===== config.mk =====
export PLATFORM = sky130hd
export DESIGN_NAME = aging_priority_request_queues
export DESIGN_NICKNAME = d
export VERILOG_FILES = /design/src/sv/aprq_pkg.sv /design/src/sv/aprq_ctrl.sv /design/src/sv/aprq_dp.sv /design/src/sv/aging_priority_request_queues.sv
export VERILOG_INCLUDE_DIRS = /design/src /design/src/sv
export SDC_FILE = /design/constraint.sdc
export NUM_CORES = 2
export LEC_CHECK = 0
export BUFFER_PORTS_ARGS = -buffer_cell sky130_fd_sc_hd__buf_2
export CORE_MARGIN = 3
export CORE_UTILIZATION = 30
export CTS_CLUSTER_SIZE = 12
export DETAILED_ROUTE_END_ITERATION = 6
export SYNTH_ARGS = -nofsm -noshare
export SYNTH_HDL_FRONTEND = slang
export SYNTH_SLANG_ARGS = --single-unit

===== constraint.sdc =====
create_clock -name i_clk -period 5.1 [get_ports i_clk]
set_input_delay 0.765 -clock i_clk [delete_from_list [all_inputs] [get_ports i_clk]]
set_output_delay 0.765 -clock i_clk [all_outputs]
set_load 0.01 [all_outputs]

===== src/sv/aging_priority_request_queues_macros.svh =====
// Assertion macros used by the aging priority request queue RTL.
// Needs i_clk and i_rst_n in the scope where a macro is used.
`ifndef AGING_PRIORITY_REQUEST_QUEUES_MACROS_SVH
`define AGING_PRIORITY_REQUEST_QUEUES_MACROS_SVH

`ifndef SYNTHESIS

// A condition that must hold at every clock edge outside reset.
`define APRQ_ASSERT_ALWAYS(label, expr) \
    label: assert property (@(posedge i_clk) disable iff (!i_rst_n) (expr)) \
        else $error("aprq assertion failed");

// A condition that must hold in the same cycle as its trigger.
`define APRQ_ASSERT_IMPLY(label, ante, cons) \
    label: assert property (@(posedge i_clk) disable iff (!i_rst_n) \
        (ante) |-> (cons)) else $error("aprq assertion failed");

// A condition that must hold in the cycle after its trigger.
`define APRQ_ASSERT_NEXT(label, ante, cons) \
    label: assert property (@(posedge i_clk) disable iff (!i_rst_n) \
        (ante) |=> (cons)) else $error("aprq assertion failed");

`else

`define APRQ_ASSERT_ALWAYS(label, expr)
`define APRQ_ASSERT_IMPLY(label, ante, cons)
`define APRQ_ASSERT_NEXT(label, ante, cons)

`endif

`endif


===== src/sv/aprq_pkg.sv =====
// Package for the aging priority request queues: field widths, codes,
// controller states and the command/status structs. Depends on nothing.
`timescale 1ns / 1ps

package aprq_pkg;

    // Fixed field widths of the request and result channels.
    localparam int MODE_W     = 2;
    localparam int PRIO_W     = 2;
    localparam int REQ_ID_W   = 16;
    localparam int TS_W       = 32;
    localparam int STATUS_W   = 2;
    localparam int CFG_DATA_W = 32;
    localparam int APB_ADDR_W = 3;

    // Configuration register map (word index taken from paddr[2]).
    localparam logic CFG_IDX_AGING = 1'b0;
    localparam logic [CFG_DATA_W-1:0] AGING_RESET = 32'd1000;

    // Request operations.
    typedef enum logic [MODE_W-1:0] {
        MODE_PUSH   = 2'd0,
        MODE_DELETE = 2'd1,
        MODE_PEEK   = 2'd2,
        MODE_NONE   = 2'd3
    } t_mode;

    // Queue selection.
    typedef enum logic [PRIO_W-1:0] {
        PRIO_HIGH   = 2'd0,
        PRIO_MIDDLE = 2'd1,
        PRIO_LOW    = 2'd2,
        PRIO_NONE   = 2'd3
    } t_prio;

    // Result status codes.
    typedef enum logic [STATUS_W-1:0] {
        STAT_OK        = 2'd0,
        STAT_FULL      = 2'd1,
        STAT_NOT_FOUND = 2'd2,
        STAT_EMPTY     = 2'd3
    } t_status;

    // Kind of result the controller asks the datapath to register.
    typedef enum logic [1:0] {
        RES_OK        = 2'd0,
        RES_FULL      = 2'd1,
        RES_NOT_FOUND = 2'd2,
        RES_PEEK      = 2'd3
    } t_res_kind;

    // Controller states.
    typedef enum logic [3:0] {
        S_IDLE,
        S_DECODE,
        S_SCAN_RD,
        S_SCAN_CHK,
        S_SHIFT_RD,
        S_SHIFT_WR,
        S_PEEK_RD,
        S_PEEK_CHK,
        S_FINISH
    } t_state;

    // Commands from the controller to the datapath.
    typedef struct packed {
        logic      capture;   // latch the request, clear index and peek pick
        logic      rd_en;     // read entry memory
        logic      rd_next;   // read at index + 1 instead of index
        logic      wr_push;   // append request at the queue tail
        logic      wr_shift;  // write read data back at index, advance index
        logic      idx_inc;   // advance the scan index
        logic      cnt_dec;   // drop one entry from the selected queue
        logic      peek_upd;  // fold the read head into the peek pick
        logic      res_load;  // load the result register
        t_res_kind res_kind;
    } t_dp_cmd;

    // Status from the datapath to the controller.
    typedef struct packed {
        t_mode mode;
        logic  prio_ok;
        logic  full;
        logic  match;
        logic  scan_end;
        logic  shift_end;
        logic  peek_end;
    } t_dp_sts;

endpackage


===== src/sv/aprq_ctrl.sv =====
// Controller state machine for the aging priority request queues.
// Depends on aprq_pkg; drives aprq_dp through t_dp_cmd and reads t_dp_sts.
`timescale 1ns / 1ps

module aprq_ctrl (
    input  logic              i_clk,
    input  logic              i_rst_n,
    input  logic              i_in_valid,
    output logic              o_in_stall,
    output logic              o_out_valid,
    input  logic              i_out_stall,
    input  aprq_pkg::t_dp_sts i_sts,
    output aprq_pkg::t_dp_cmd o_cmd
);
    import aprq_pkg::*;

    t_state    r_state, n_state;
    t_res_kind r_res, n_res;
    logic      r_out_valid, n_out_valid;

    // State, pending result kind and output valid registers.
    always_ff @(posedge i_clk) begin
        if (!i_rst_n) begin
            r_state     <= S_IDLE;
            r_res       <= RES_OK;
            r_out_valid <= 1'b0;
        end else begin
            r_state     <= n_state;
            r_res       <= n_res;
            r_out_valid <= n_out_valid;
        end
    end

    // Next state and the result kind decided along the way.
    always_comb begin
        n_state = r_state;
        n_res   = r_res;
        unique case (r_state)
            S_IDLE: begin
                if (i_in_valid) begin
                    n_state = S_DECODE;
                end
            end
            S_DECODE: begin
                unique case (i_sts.mode)
                    MODE_PUSH: begin
                        n_res   = (i_sts.prio_ok && i_sts.full) ? RES_FULL : RES_OK;
                        n_state = S_FINISH;
                    end
                    MODE_DELETE: begin
                        if (i_sts.prio_ok) begin
                            n_state = S_SCAN_RD;
                        end else begin
                            n_res   = RES_OK;
                            n_state = S_FINISH;
                        end
                    end
                    MODE_PEEK: begin
                        n_res   = RES_PEEK;
                        n_state = S_PEEK_RD;
                    end
                    MODE_NONE: begin
                        n_res   = RES_OK;
                        n_state = S_FINISH;
                    end
                endcase
            end
            S_SCAN_RD: begin
                if (i_sts.scan_end) begin
                    n_res   = RES_NOT_FOUND;
                    n_state = S_FINISH;
                end else begin
                    n_state = S_SCAN_CHK;
                end
            end
            S_SCAN_CHK: begin
                n_state = i_sts.match ? S_SHIFT_RD : S_SCAN_RD;
            end
            S_SHIFT_RD: begin
                if (i_sts.shift_end) begin
                    n_res   = RES_OK;
                    n_state = S_FINISH;
                end else begin
                    n_state = S_SHIFT_WR;
                end
            end
            S_SHIFT_WR: begin
                n_state = S_SHIFT_RD;
            end
            S_PEEK_RD: begin
                n_state = S_PEEK_CHK;
            end
            S_PEEK_CHK: begin
                n_state = i_sts.peek_end ? S_FINISH : S_PEEK_RD;
            end
            S_FINISH: begin
                if (!r_out_valid || !i_out_stall) begin
                    n_state = S_IDLE;
                end
            end
            default: begin
                n_state = S_IDLE;
            end
        endcase
    end

    // Datapath commands and handshake outputs.
    always_comb begin
        o_cmd          = '0;
        o_cmd.res_kind = r_res;
        o_in_stall     = (r_state != S_IDLE);
        unique case (r_state)
            S_IDLE: begin
                o_cmd.capture = i_in_valid;
            end
            S_DECODE: begin
                o_cmd.wr_push = (i_sts.mode == MODE_PUSH) && i_sts.prio_ok && !i_sts.full;
            end
            S_SCAN_RD: begin
                o_cmd.rd_en = !i_sts.scan_end;
            end
            S_SCAN_CHK: begin
                o_cmd.idx_inc = !i_sts.match;
            end
            S_SHIFT_RD: begin
                o_cmd.cnt_dec = i_sts.shift_end;
                o_cmd.rd_en   = !i_sts.shift_end;
                o_cmd.rd_next = !i_sts.shift_end;
            end
            S_SHIFT_WR: begin
                o_cmd.wr_shift = 1'b1;
            end
            S_PEEK_RD: begin
                o_cmd.rd_en = 1'b1;
            end
            S_PEEK_CHK: begin
                o_cmd.peek_upd = 1'b1;
            end
            S_FINISH: begin
                o_cmd.res_load = !r_out_valid || !i_out_stall;
            end
            default: begin
                o_cmd = '0;
            end
        endcase
    end

    // Result valid: set on load, cleared once the result is taken.
    always_comb begin
        n_out_valid = r_out_valid && i_out_stall;
        if (o_cmd.res_load) begin
            n_out_valid = 1'b1;
        end
    end

    assign o_out_valid = r_out_valid;

endmodule


===== src/sv/aprq_dp.sv =====
// Datapath for the aging priority request queues: entry memory, fill
// counts, scan index, peek pick and result register. Depends on aprq_pkg.
`timescale 1ns / 1ps
`include "aging_priority_request_queues_macros.svh"

module aprq_dp #(
    parameter int QUEUE_DEPTH = 16,
    parameter int ID_BITS     = 16,
    parameter int TIME_BITS   = 32
) (
    input  logic                                i_clk,
    input  logic                                i_rst_n,
    input  aprq_pkg::t_dp_cmd                   i_cmd,
    output aprq_pkg::t_dp_sts                   o_sts,
    input  logic [aprq_pkg::MODE_W-1:0]         i_mode,
    input  logic [aprq_pkg::PRIO_W-1:0]         i_priority_req,
    input  logic [aprq_pkg::REQ_ID_W-1:0]       i_request_id,
    input  logic [aprq_pkg::TS_W-1:0]           i_timestamp,
    input  logic [aprq_pkg::CFG_DATA_W-1:0]     i_aging_threshold,
    output logic [aprq_pkg::STATUS_W-1:0]       o_status,
    output logic                                o_selected_valid,
    output logic [aprq_pkg::REQ_ID_W-1:0]       o_selected_id,
    output logic [aprq_pkg::PRIO_W-1:0]         o_selected_priority
);
    import aprq_pkg::*;

    localparam int AW        = (QUEUE_DEPTH > 1) ? $clog2(QUEUE_DEPTH) : 1;
    localparam int CW        = $clog2(QUEUE_DEPTH + 1);
    localparam int MW        = AW + 2;
    localparam int MEM_DEPTH = 3 * (1 << AW);
    localparam int EW        = ID_BITS + TIME_BITS;
    localparam int XW        = (TIME_BITS > CFG_DATA_W) ? TIME_BITS : CFG_DATA_W;

    // Captured request.
    t_mode                r_mode;
    t_prio                r_prio;
    logic [ID_BITS-1:0]   r_id;
    logic [TIME_BITS-1:0] r_ts;

    // Scan index, peek queue and fill counts.
    logic [CW-1:0]        r_idx, n_idx;
    t_prio                r_pq;
    logic [CW-1:0]        r_cnt_h, r_cnt_m, r_cnt_l;
    logic [CW-1:0]        n_cnt_h, n_cnt_m, n_cnt_l;

    // Entry memory, one region per queue, and its read data.
    logic [EW-1:0]        r_mem [MEM_DEPTH];
    logic [EW-1:0]        r_rdata;

    // Peek pick.
    logic                 r_cur_valid;
    logic [ID_BITS-1:0]   r_cur_id;
    logic [TIME_BITS-1:0] r_cur_ts;
    t_prio                r_cur_prio;

    // Result register.
    t_status              r_status;
    logic                 r_sel_valid;
    logic [REQ_ID_W-1:0]  r_sel_id;
    t_prio                r_sel_prio;

    t_prio                q_sel;
    logic [CW-1:0]        cnt_q;
    logic [CW-1:0]        idx_p1;
    logic [CW-1:0]        rd_idx;
    logic [MW-1:0]        raddr;
    logic [MW-1:0]        waddr;
    logic [EW-1:0]        wdata;
    logic                 we;
    logic [ID_BITS-1:0]   head_id;
    logic [TIME_BITS-1:0] head_ts;
    logic [XW-1:0]        ts_gap;
    logic                 aged;
    logic                 take_head;

    // Peek walks the queues in turn; push and delete use their own queue.
    assign q_sel = (r_mode == MODE_PEEK) ? r_pq : r_prio;

    // Fill count of the selected queue.
    always_comb begin
        unique case (q_sel)
            PRIO_HIGH:   cnt_q = r_cnt_h;
            PRIO_MIDDLE: cnt_q = r_cnt_m;
            PRIO_LOW:    cnt_q = r_cnt_l;
            default:     cnt_q = '0;
        endcase
    end

    // Memory addressing: read at index or index + 1, write at tail or index.
    assign idx_p1 = r_idx + CW'(1);
    assign rd_idx = i_cmd.rd_next ? idx_p1 : r_idx;
    assign raddr  = {q_sel, rd_idx[AW-1:0]};
    assign waddr  = i_cmd.wr_push ? {q_sel, cnt_q[AW-1:0]} : {q_sel, r_idx[AW-1:0]};
    assign wdata  = i_cmd.wr_push ? {r_id, r_ts} : r_rdata;
    assign we     = i_cmd.wr_push || i_cmd.wr_shift;

    always_ff @(posedge i_clk) begin
        if (we) begin
            r_mem[waddr] <= wdata;
        end
        if (i_cmd.rd_en) begin
            r_rdata <= r_mem[raddr];
        end
    end

    // Request capture.
    always_ff @(posedge i_clk) begin
        if (i_cmd.capture) begin
            r_mode <= t_mode'(i_mode);
            r_prio <= t_prio'(i_priority_req);
            r_id   <= ID_BITS'(i_request_id);
            r_ts   <= TIME_BITS'(i_timestamp);
        end
    end

    // Scan index.
    always_comb begin
        n_idx = r_idx;
        if (i_cmd.capture) begin
            n_idx = '0;
        end else if (i_cmd.idx_inc || i_cmd.wr_shift) begin
            n_idx = idx_p1;
        end
    end

    // Fill counts: push adds one to the selected queue, delete drops one.
    always_comb begin
        n_cnt_h = r_cnt_h;
        n_cnt_m = r_cnt_m;
        n_cnt_l = r_cnt_l;
        if (i_cmd.wr_push || i_cmd.cnt_dec) begin
            unique case (q_sel)
                PRIO_HIGH:   n_cnt_h = i_cmd.wr_push ? r_cnt_h + CW'(1) : r_cnt_h - CW'(1);
                PRIO_MIDDLE: n_cnt_m = i_cmd.wr_push ? r_cnt_m + CW'(1) : r_cnt_m - CW'(1);
                PRIO_LOW:    n_cnt_l = i_cmd.wr_push ? r_cnt_l + CW'(1) : r_cnt_l - CW'(1);
                default:     n_cnt_h = r_cnt_h;
            endcase
        end
    end

    // Aging test of the read head against the current pick.
    assign head_id   = r_rdata[EW-1:TIME_BITS];
    assign head_ts   = r_rdata[TIME_BITS-1:0];
    assign ts_gap    = XW'(r_cur_ts) - XW'(head_ts);
    assign aged      = (r_cur_ts > head_ts) && (ts_gap > XW'(i_aging_threshold));
    assign take_head = (cnt_q != '0) && (!r_cur_valid || aged);

    // Control registers: index, peek queue, counts, peek valid.
    always_ff @(posedge i_clk) begin
        if (!i_rst_n) begin
            r_idx       <= '0;
            r_pq        <= PRIO_HIGH;
            r_cnt_h     <= '0;
            r_cnt_m     <= '0;
            r_cnt_l     <= '0;
            r_cur_valid <= 1'b0;
        end else begin
            r_idx   <= n_idx;
            r_cnt_h <= n_cnt_h;
            r_cnt_m <= n_cnt_m;
            r_cnt_l <= n_cnt_l;
            if (i_cmd.capture) begin
                r_pq        <= PRIO_HIGH;
                r_cur_valid <= 1'b0;
            end else if (i_cmd.peek_upd) begin
                r_pq <= t_prio'(r_pq + 2'd1);
                if (take_head) begin
                    r_cur_valid <= 1'b1;
                end
            end
        end
    end

    // Peek pick payload.
    always_ff @(posedge i_clk) begin
        if (i_cmd.peek_upd && take_head) begin
            r_cur_id   <= head_id;
            r_cur_ts   <= head_ts;
            r_cur_prio <= r_pq;
        end
    end

    // Result register.
    always_ff @(posedge i_clk) begin
        if (i_cmd.res_load) begin
            r_sel_valid <= 1'b0;
            r_sel_id    <= '0;
            r_sel_prio  <= PRIO_HIGH;
            unique case (i_cmd.res_kind)
                RES_OK:        r_status <= STAT_OK;
                RES_FULL:      r_status <= STAT_FULL;
                RES_NOT_FOUND: r_status <= STAT_NOT_FOUND;
                RES_PEEK: begin
                    if (r_cur_valid) begin
                        r_status    <= STAT_OK;
                        r_sel_valid <= 1'b1;
                        r_sel_id    <= REQ_ID_W'(r_cur_id);
                        r_sel_prio  <= r_cur_prio;
                    end else begin
                        r_status <= STAT_EMPTY;
                    end
                end
            endcase
        end
    end

    // Status toward the controller.
    always_comb begin
        o_sts           = '0;
        o_sts.mode      = r_mode;
        o_sts.prio_ok   = (r_prio != PRIO_NONE);
        o_sts.full      = (cnt_q >= CW'(QUEUE_DEPTH));
        o_sts.match     = (head_id == r_id);
        o_sts.scan_end  = (r_idx >= cnt_q);
        o_sts.shift_end = (idx_p1 >= cnt_q);
        o_sts.peek_end  = (r_pq == PRIO_LOW);
    end

    assign o_status            = r_status;
    assign o_selected_valid    = r_sel_valid;
    assign o_selected_id       = r_sel_id;
    assign o_selected_priority = r_sel_prio;

    // Checks on counts and memory accesses.
    `APRQ_ASSERT_ALWAYS(a_cnt_h_bound, r_cnt_h <= CW'(QUEUE_DEPTH))
    `APRQ_ASSERT_ALWAYS(a_cnt_m_bound, r_cnt_m <= CW'(QUEUE_DEPTH))
    `APRQ_ASSERT_ALWAYS(a_cnt_l_bound, r_cnt_l <= CW'(QUEUE_DEPTH))
    `APRQ_ASSERT_IMPLY(a_write_queue, we || i_cmd.rd_en, q_sel != PRIO_NONE)
    `APRQ_ASSERT_IMPLY(a_push_room, i_cmd.wr_push, cnt_q < CW'(QUEUE_DEPTH))
    `APRQ_ASSERT_IMPLY(a_shift_inside, i_cmd.wr_shift || i_cmd.cnt_dec, r_idx < cnt_q)

endmodule


===== src/sv/aging_priority_request_queues.sv =====
// Three FIFO request queues (high, middle, low priority) of QUEUE_DEPTH
// entries each, holding a request id and its timestamp. A request is a
// push, a delete or a peek and yields exactly one result. Requests are
// handled one at a time; a result waits in an output register, so the
// next request is taken while it is still unclaimed. The entry memory
// has a single read and a single write port, so a delete reads and
// compares the entries of its queue one at a time and, on a match,
// rewrites each later entry one slot closer to the head. No clearing
// pass runs after reset. aging_threshold sits at byte address 0 of the
// APB port. Depends on aprq_pkg, aprq_ctrl and aprq_dp.
`timescale 1ns / 1ps

module aging_priority_request_queues #(
    parameter int QUEUE_DEPTH = 16,
    parameter int ID_BITS     = 16,
    parameter int TIME_BITS   = 32
) (
    input  logic                                i_clk,
    input  logic                                i_rst_n,
    // Request channel.
    input  logic                                i_in_valid,
    output logic                                o_in_stall,
    input  logic [aprq_pkg::MODE_W-1:0]         i_mode,
    input  logic [aprq_pkg::PRIO_W-1:0]         i_priority_req,
    input  logic [aprq_pkg::REQ_ID_W-1:0]       i_request_id,
    input  logic [aprq_pkg::TS_W-1:0]           i_timestamp,
    // Result channel.
    output logic                                o_out_valid,
    input  logic                                i_out_stall,
    output logic [aprq_pkg::STATUS_W-1:0]       o_status,
    output logic                                o_selected_valid,
    output logic [aprq_pkg::REQ_ID_W-1:0]       o_selected_id,
    output logic [aprq_pkg::PRIO_W-1:0]         o_selected_priority,
    // Configuration port.
    input  logic                                psel,
    input  logic                                penable,
    input  logic                                pwrite,
    input  logic [aprq_pkg::APB_ADDR_W-1:0]     paddr,
    input  logic [aprq_pkg::CFG_DATA_W-1:0]     pwdata,
    output logic [aprq_pkg::CFG_DATA_W-1:0]     prdata,
    output logic                                pready
);
    import aprq_pkg::*;

    logic [CFG_DATA_W-1:0] r_aging_threshold;
    logic                  cfg_write;
    t_dp_cmd               dp_cmd;
    t_dp_sts               dp_sts;

    // Configuration register write and read-back.
    assign pready    = 1'b1;
    assign cfg_write = psel && penable && pwrite && pready;

    always_ff @(posedge i_clk) begin
        if (!i_rst_n) begin
            r_aging_threshold <= AGING_RESET;
        end else if (cfg_write && (paddr[2] == CFG_IDX_AGING)) begin
            r_aging_threshold <= pwdata;
        end
    end

    assign prdata = (paddr[2] == CFG_IDX_AGING) ? r_aging_threshold : '0;

    // Sequencer.
    aprq_ctrl u_ctrl (
        .i_clk       (i_clk),
        .i_rst_n     (i_rst_n),
        .i_in_valid  (i_in_valid),
        .o_in_stall  (o_in_stall),
        .o_out_valid (o_out_valid),
        .i_out_stall (i_out_stall),
        .i_sts       (dp_sts),
        .o_cmd       (dp_cmd)
    );

    // Queue storage and result datapath.
    aprq_dp #(
        .QUEUE_DEPTH (QUEUE_DEPTH),
        .ID_BITS     (ID_BITS),
        .TIME_BITS   (TIME_BITS)
    ) u_dp (
        .i_clk               (i_clk),
        .i_rst_n             (i_rst_n),
        .i_cmd               (dp_cmd),
        .o_sts               (dp_sts),
        .i_mode              (i_mode),
        .i_priority_req      (i_priority_req),
        .i_request_id        (i_request_id),
        .i_timestamp         (i_timestamp),
        .i_aging_threshold   (r_aging_threshold),
        .o_status            (o_status),
        .o_selected_valid    (o_selected_valid),
        .o_selected_id       (o_selected_id),
        .o_selected_priority (o_selected_priority)
    );

endmodule


==> results.cfg <==
[synthesis]
synth_cells = 7381
synth_edf_count = 2475
ys_warn_count = 0
ys_types = 76
syn_nets = 7567
avgSynthCellArea_um2 = 13.7
async_flop_share_pct = 0
synthTopCellsByCount = edfxtp_1 (2475), nand2_1 (2054), nand3_1 (625)
ys_ff_latch = 2537
ys.flop_type = edfxtp_1
seq_area_frac_synth_pct = 74.9
syn_area_mm2 = 0.101
synth.area.top_cells = edfxtp_1 (74%), nand2_1 (7.6%), nand3_1 (3.1%), a31oi_1 (1.7%), dfxtp_1 (1.2%)
synth_top_area_share_pct = 73.7
yosysTopAreaCell = edfxtp_1
yosysMostFrequentCell = edfxtp_1

[cts]
clk_latency_ns = 0.85
root_buffer = clkbuf_16
cts_buffer_depth = 4
path_clk_slew_ns = 0.06
cts_tree = done
cts.sinks = 2537
ctsHoldBuffers = 0
cts.htree.levels = 5
cts_made_buffers = 272

[worst_setup_path]
path_max_fanout = 30
crit_required_ns = 5.67
crit_path_start = u_dp.r_mode[0]
crit_arrival_ns = 5.51
r2r_start = u_dp.r_mode[0]
critical_path_class = flop to flop
crit_path_end_kind = flop
cp-start-kind = flop

[timing]
finalWorstSetupSlack_ns = 0.165
final-hold-violation-count = 0
fin_crit_sh_pct = 96.8
fmax_mhz = 203
worst_slew_pin_slew_ns = 1.29
slew_viol_final = 0
skew_ns = 0.0592
finalCriticalPeriod_ns = 4.94
finalSetupTns_ns = 0
hold_slack_ns = 0.115
timing.slew.headroom_pct = 13.8
setup_viol = 0

[detailed_routing]
wl_per_cell_um = 25.6
firstDrtPassIters = 6
vias_per_cell = 5.31
drt_iter0_markers = 9329
wl_um = 317000
remaining_drc_errors = 0
vias = 65618
ant_nets = 0

[hold_path]
min-delay-path-class = input pin to flop
hold_start = i_timestamp[21]

[die]
die_h_um = 586
die_w_um = 586
core_area_mm2 = 0.334
die-area_mm2 = 0.343
ios = 150
placementRows = 212
start_util_pct = 30.2

[power]
p_per_area_mw_per_mm2 = 356
vdd.ir_drop.worst_v = 0.000290
p_leak_nw = 40.3

[placed_design]
dp_hpwl_um = 175000
post-place-ws_ns = -0.0619
gp_congestion = 0.851
placed_cells = 11932
port_buffers = 146

[outcome]
status = finished clean

[global_route]
grt_pass1_vias = 62401
grt.overflow.total = 0
antenna_found_initial = 8
grt_usage_pct = 17.8
grt_max_degree = 91
grt_pass1_wl_um = 448000

[layout]
layout.cells.non_filler = 12369
layout-drive-gt1-share_pct = 14.0
fin_util_pct = 35.7
nets = 8017
syn2layout_area_growth_pct = 18.2
final.fill_count = 31588

[run]
cap_violations = 0
==> logic make-up (layout without fill, tap and decap cells) <==
kind of cell               after synthesis  count (layout)  synth area share, %
and+or+nand+nor                       3158            3158                 13.4
DFF                                   2537            2537                 74.9
AOI/OAI and AO/OA                      848             848                 5.53
buffers and inverters                  518            1116                 2.26
muxes                                  158             158                 2.14
adders and majority gates               92              92                 1.17
xor gates and xnor gates                69              70                0.599
other                                    1               3              0.00372
==> path summary, 6_finish.rpt <==
path	endpoint	cells after the start	slack, ns
setup / recovery	u_dp.r_rdata[2]	20	0.16
hold / removal	u_dp.r_ts[21]	1	0.12
setup reg to reg	u_dp.r_rdata[2]	20	0.16
hold reg to reg	u_dp.r_cur_ts[5]	0	0.43
==> sequential cells by signal (all words and copies together) (netlist names), 4 cells and up <==
register            flops
u_dp.o_selected_id     16
u_dp.r_rdata           48
r_aging_threshold      32
u_dp.r_cnt_m            5
u_dp.r_idx              5
u_dp.r_cur_id          16
u_dp.r_cur_ts          32
u_dp.r_id              16
u_dp.r_ts              32
u_dp.r_mem           2304
u_dp.r_cnt_h            5
u_ctrl.r_state          4
u_dp.r_cnt_l            5
==> final cells by class <==
class / count / area, um2 / share of cell area (%)
well taps: 4387 / 5490 / 4.60
diodes: 2 / 5.00 / 0.00420
repair buffers: 596 / 6050 / 5.08
clock buffers: 353 / 7310 / 6.13
multi-input cells: 4327 / 23900 / 20.0
clock inverters: 70 / 568 / 0.476
inverters: 97 / 365 / 0.306
flip-flops and latches: 2537 / 75600 / 63.4
==> cells in the final DEF (no fill, tap or decap), drive strengths merged, types with 112 or more instances in the layout <==
master and instances:
nor2 152, nand4 141, a32oi 112, nand2 2056, edfxtp 2475, a21oi 165, buf 594, nand3 625
clkbuf 355, a31oi 271
==> power breakdown <==
group / switching (mW) / total, mW / leakage [nW] / internal [mW]
Sequential: 0.0589 / 22.9 / 22.8 / 22.8
Clock: 7.91 / 18.2 / 3.83 / 10.3
Combinational: 0.896 / 1.32 / 13.7 / 0.421
Total: 8.86 / 42.4 / 40.3 / 33.5
==> stage by stage <==
step | power [mW] | area, um2
6_report | 42.4 | 119000
5_1_grt | 43.6 | 119000
4_1_cts | 42.6 | 119000
3_5_place_dp | 24.6 | 111000
3_3_place_gp | 24.6 | 111000
2_1_floorplan | 24.0 | 101000
==> what timing repair did <==
item | CTS | global route
gates resized for setup | 8 | 37
gates cloned | 1 | 2
endpoints found under the setup margin | 52 | 98
pin swaps | 4 | 3
setup buffers | 5 | 4
==> metal layers <==
layer  global-route usage [%]  up-vias  share of wire (%)
met4                     5.82        0                3.3
met3                     3.47      602                 11
met2                     28.5     3538                 46
li1                         -    28296                  -
met5                        0        -                  0
met1                     24.3    33182                 40
==> worst max-delay path, stage by stage (launching register included) <==
cell and delay [ns]:
edfxtp_1 0.40, inv_1 0.12, ha_2 0.28, mux2_4 0.37
mux2i_1 0.14, o21ai_0 0.22, inv_1 0.15, ha_1 0.35
o21ai_1 0.17, buf_4 0.19, o211ai_1 0.34, buf_4 0.23
nand2_2 0.08, buf_12 0.19, a211oi_1 0.25, a31oi_1 0.08
o211ai_1 0.34, buf_4 0.19, nand4_1 0.16, nand4b_1 0.25
buf_4 0.18
Power figures use the tool's default switching activity.
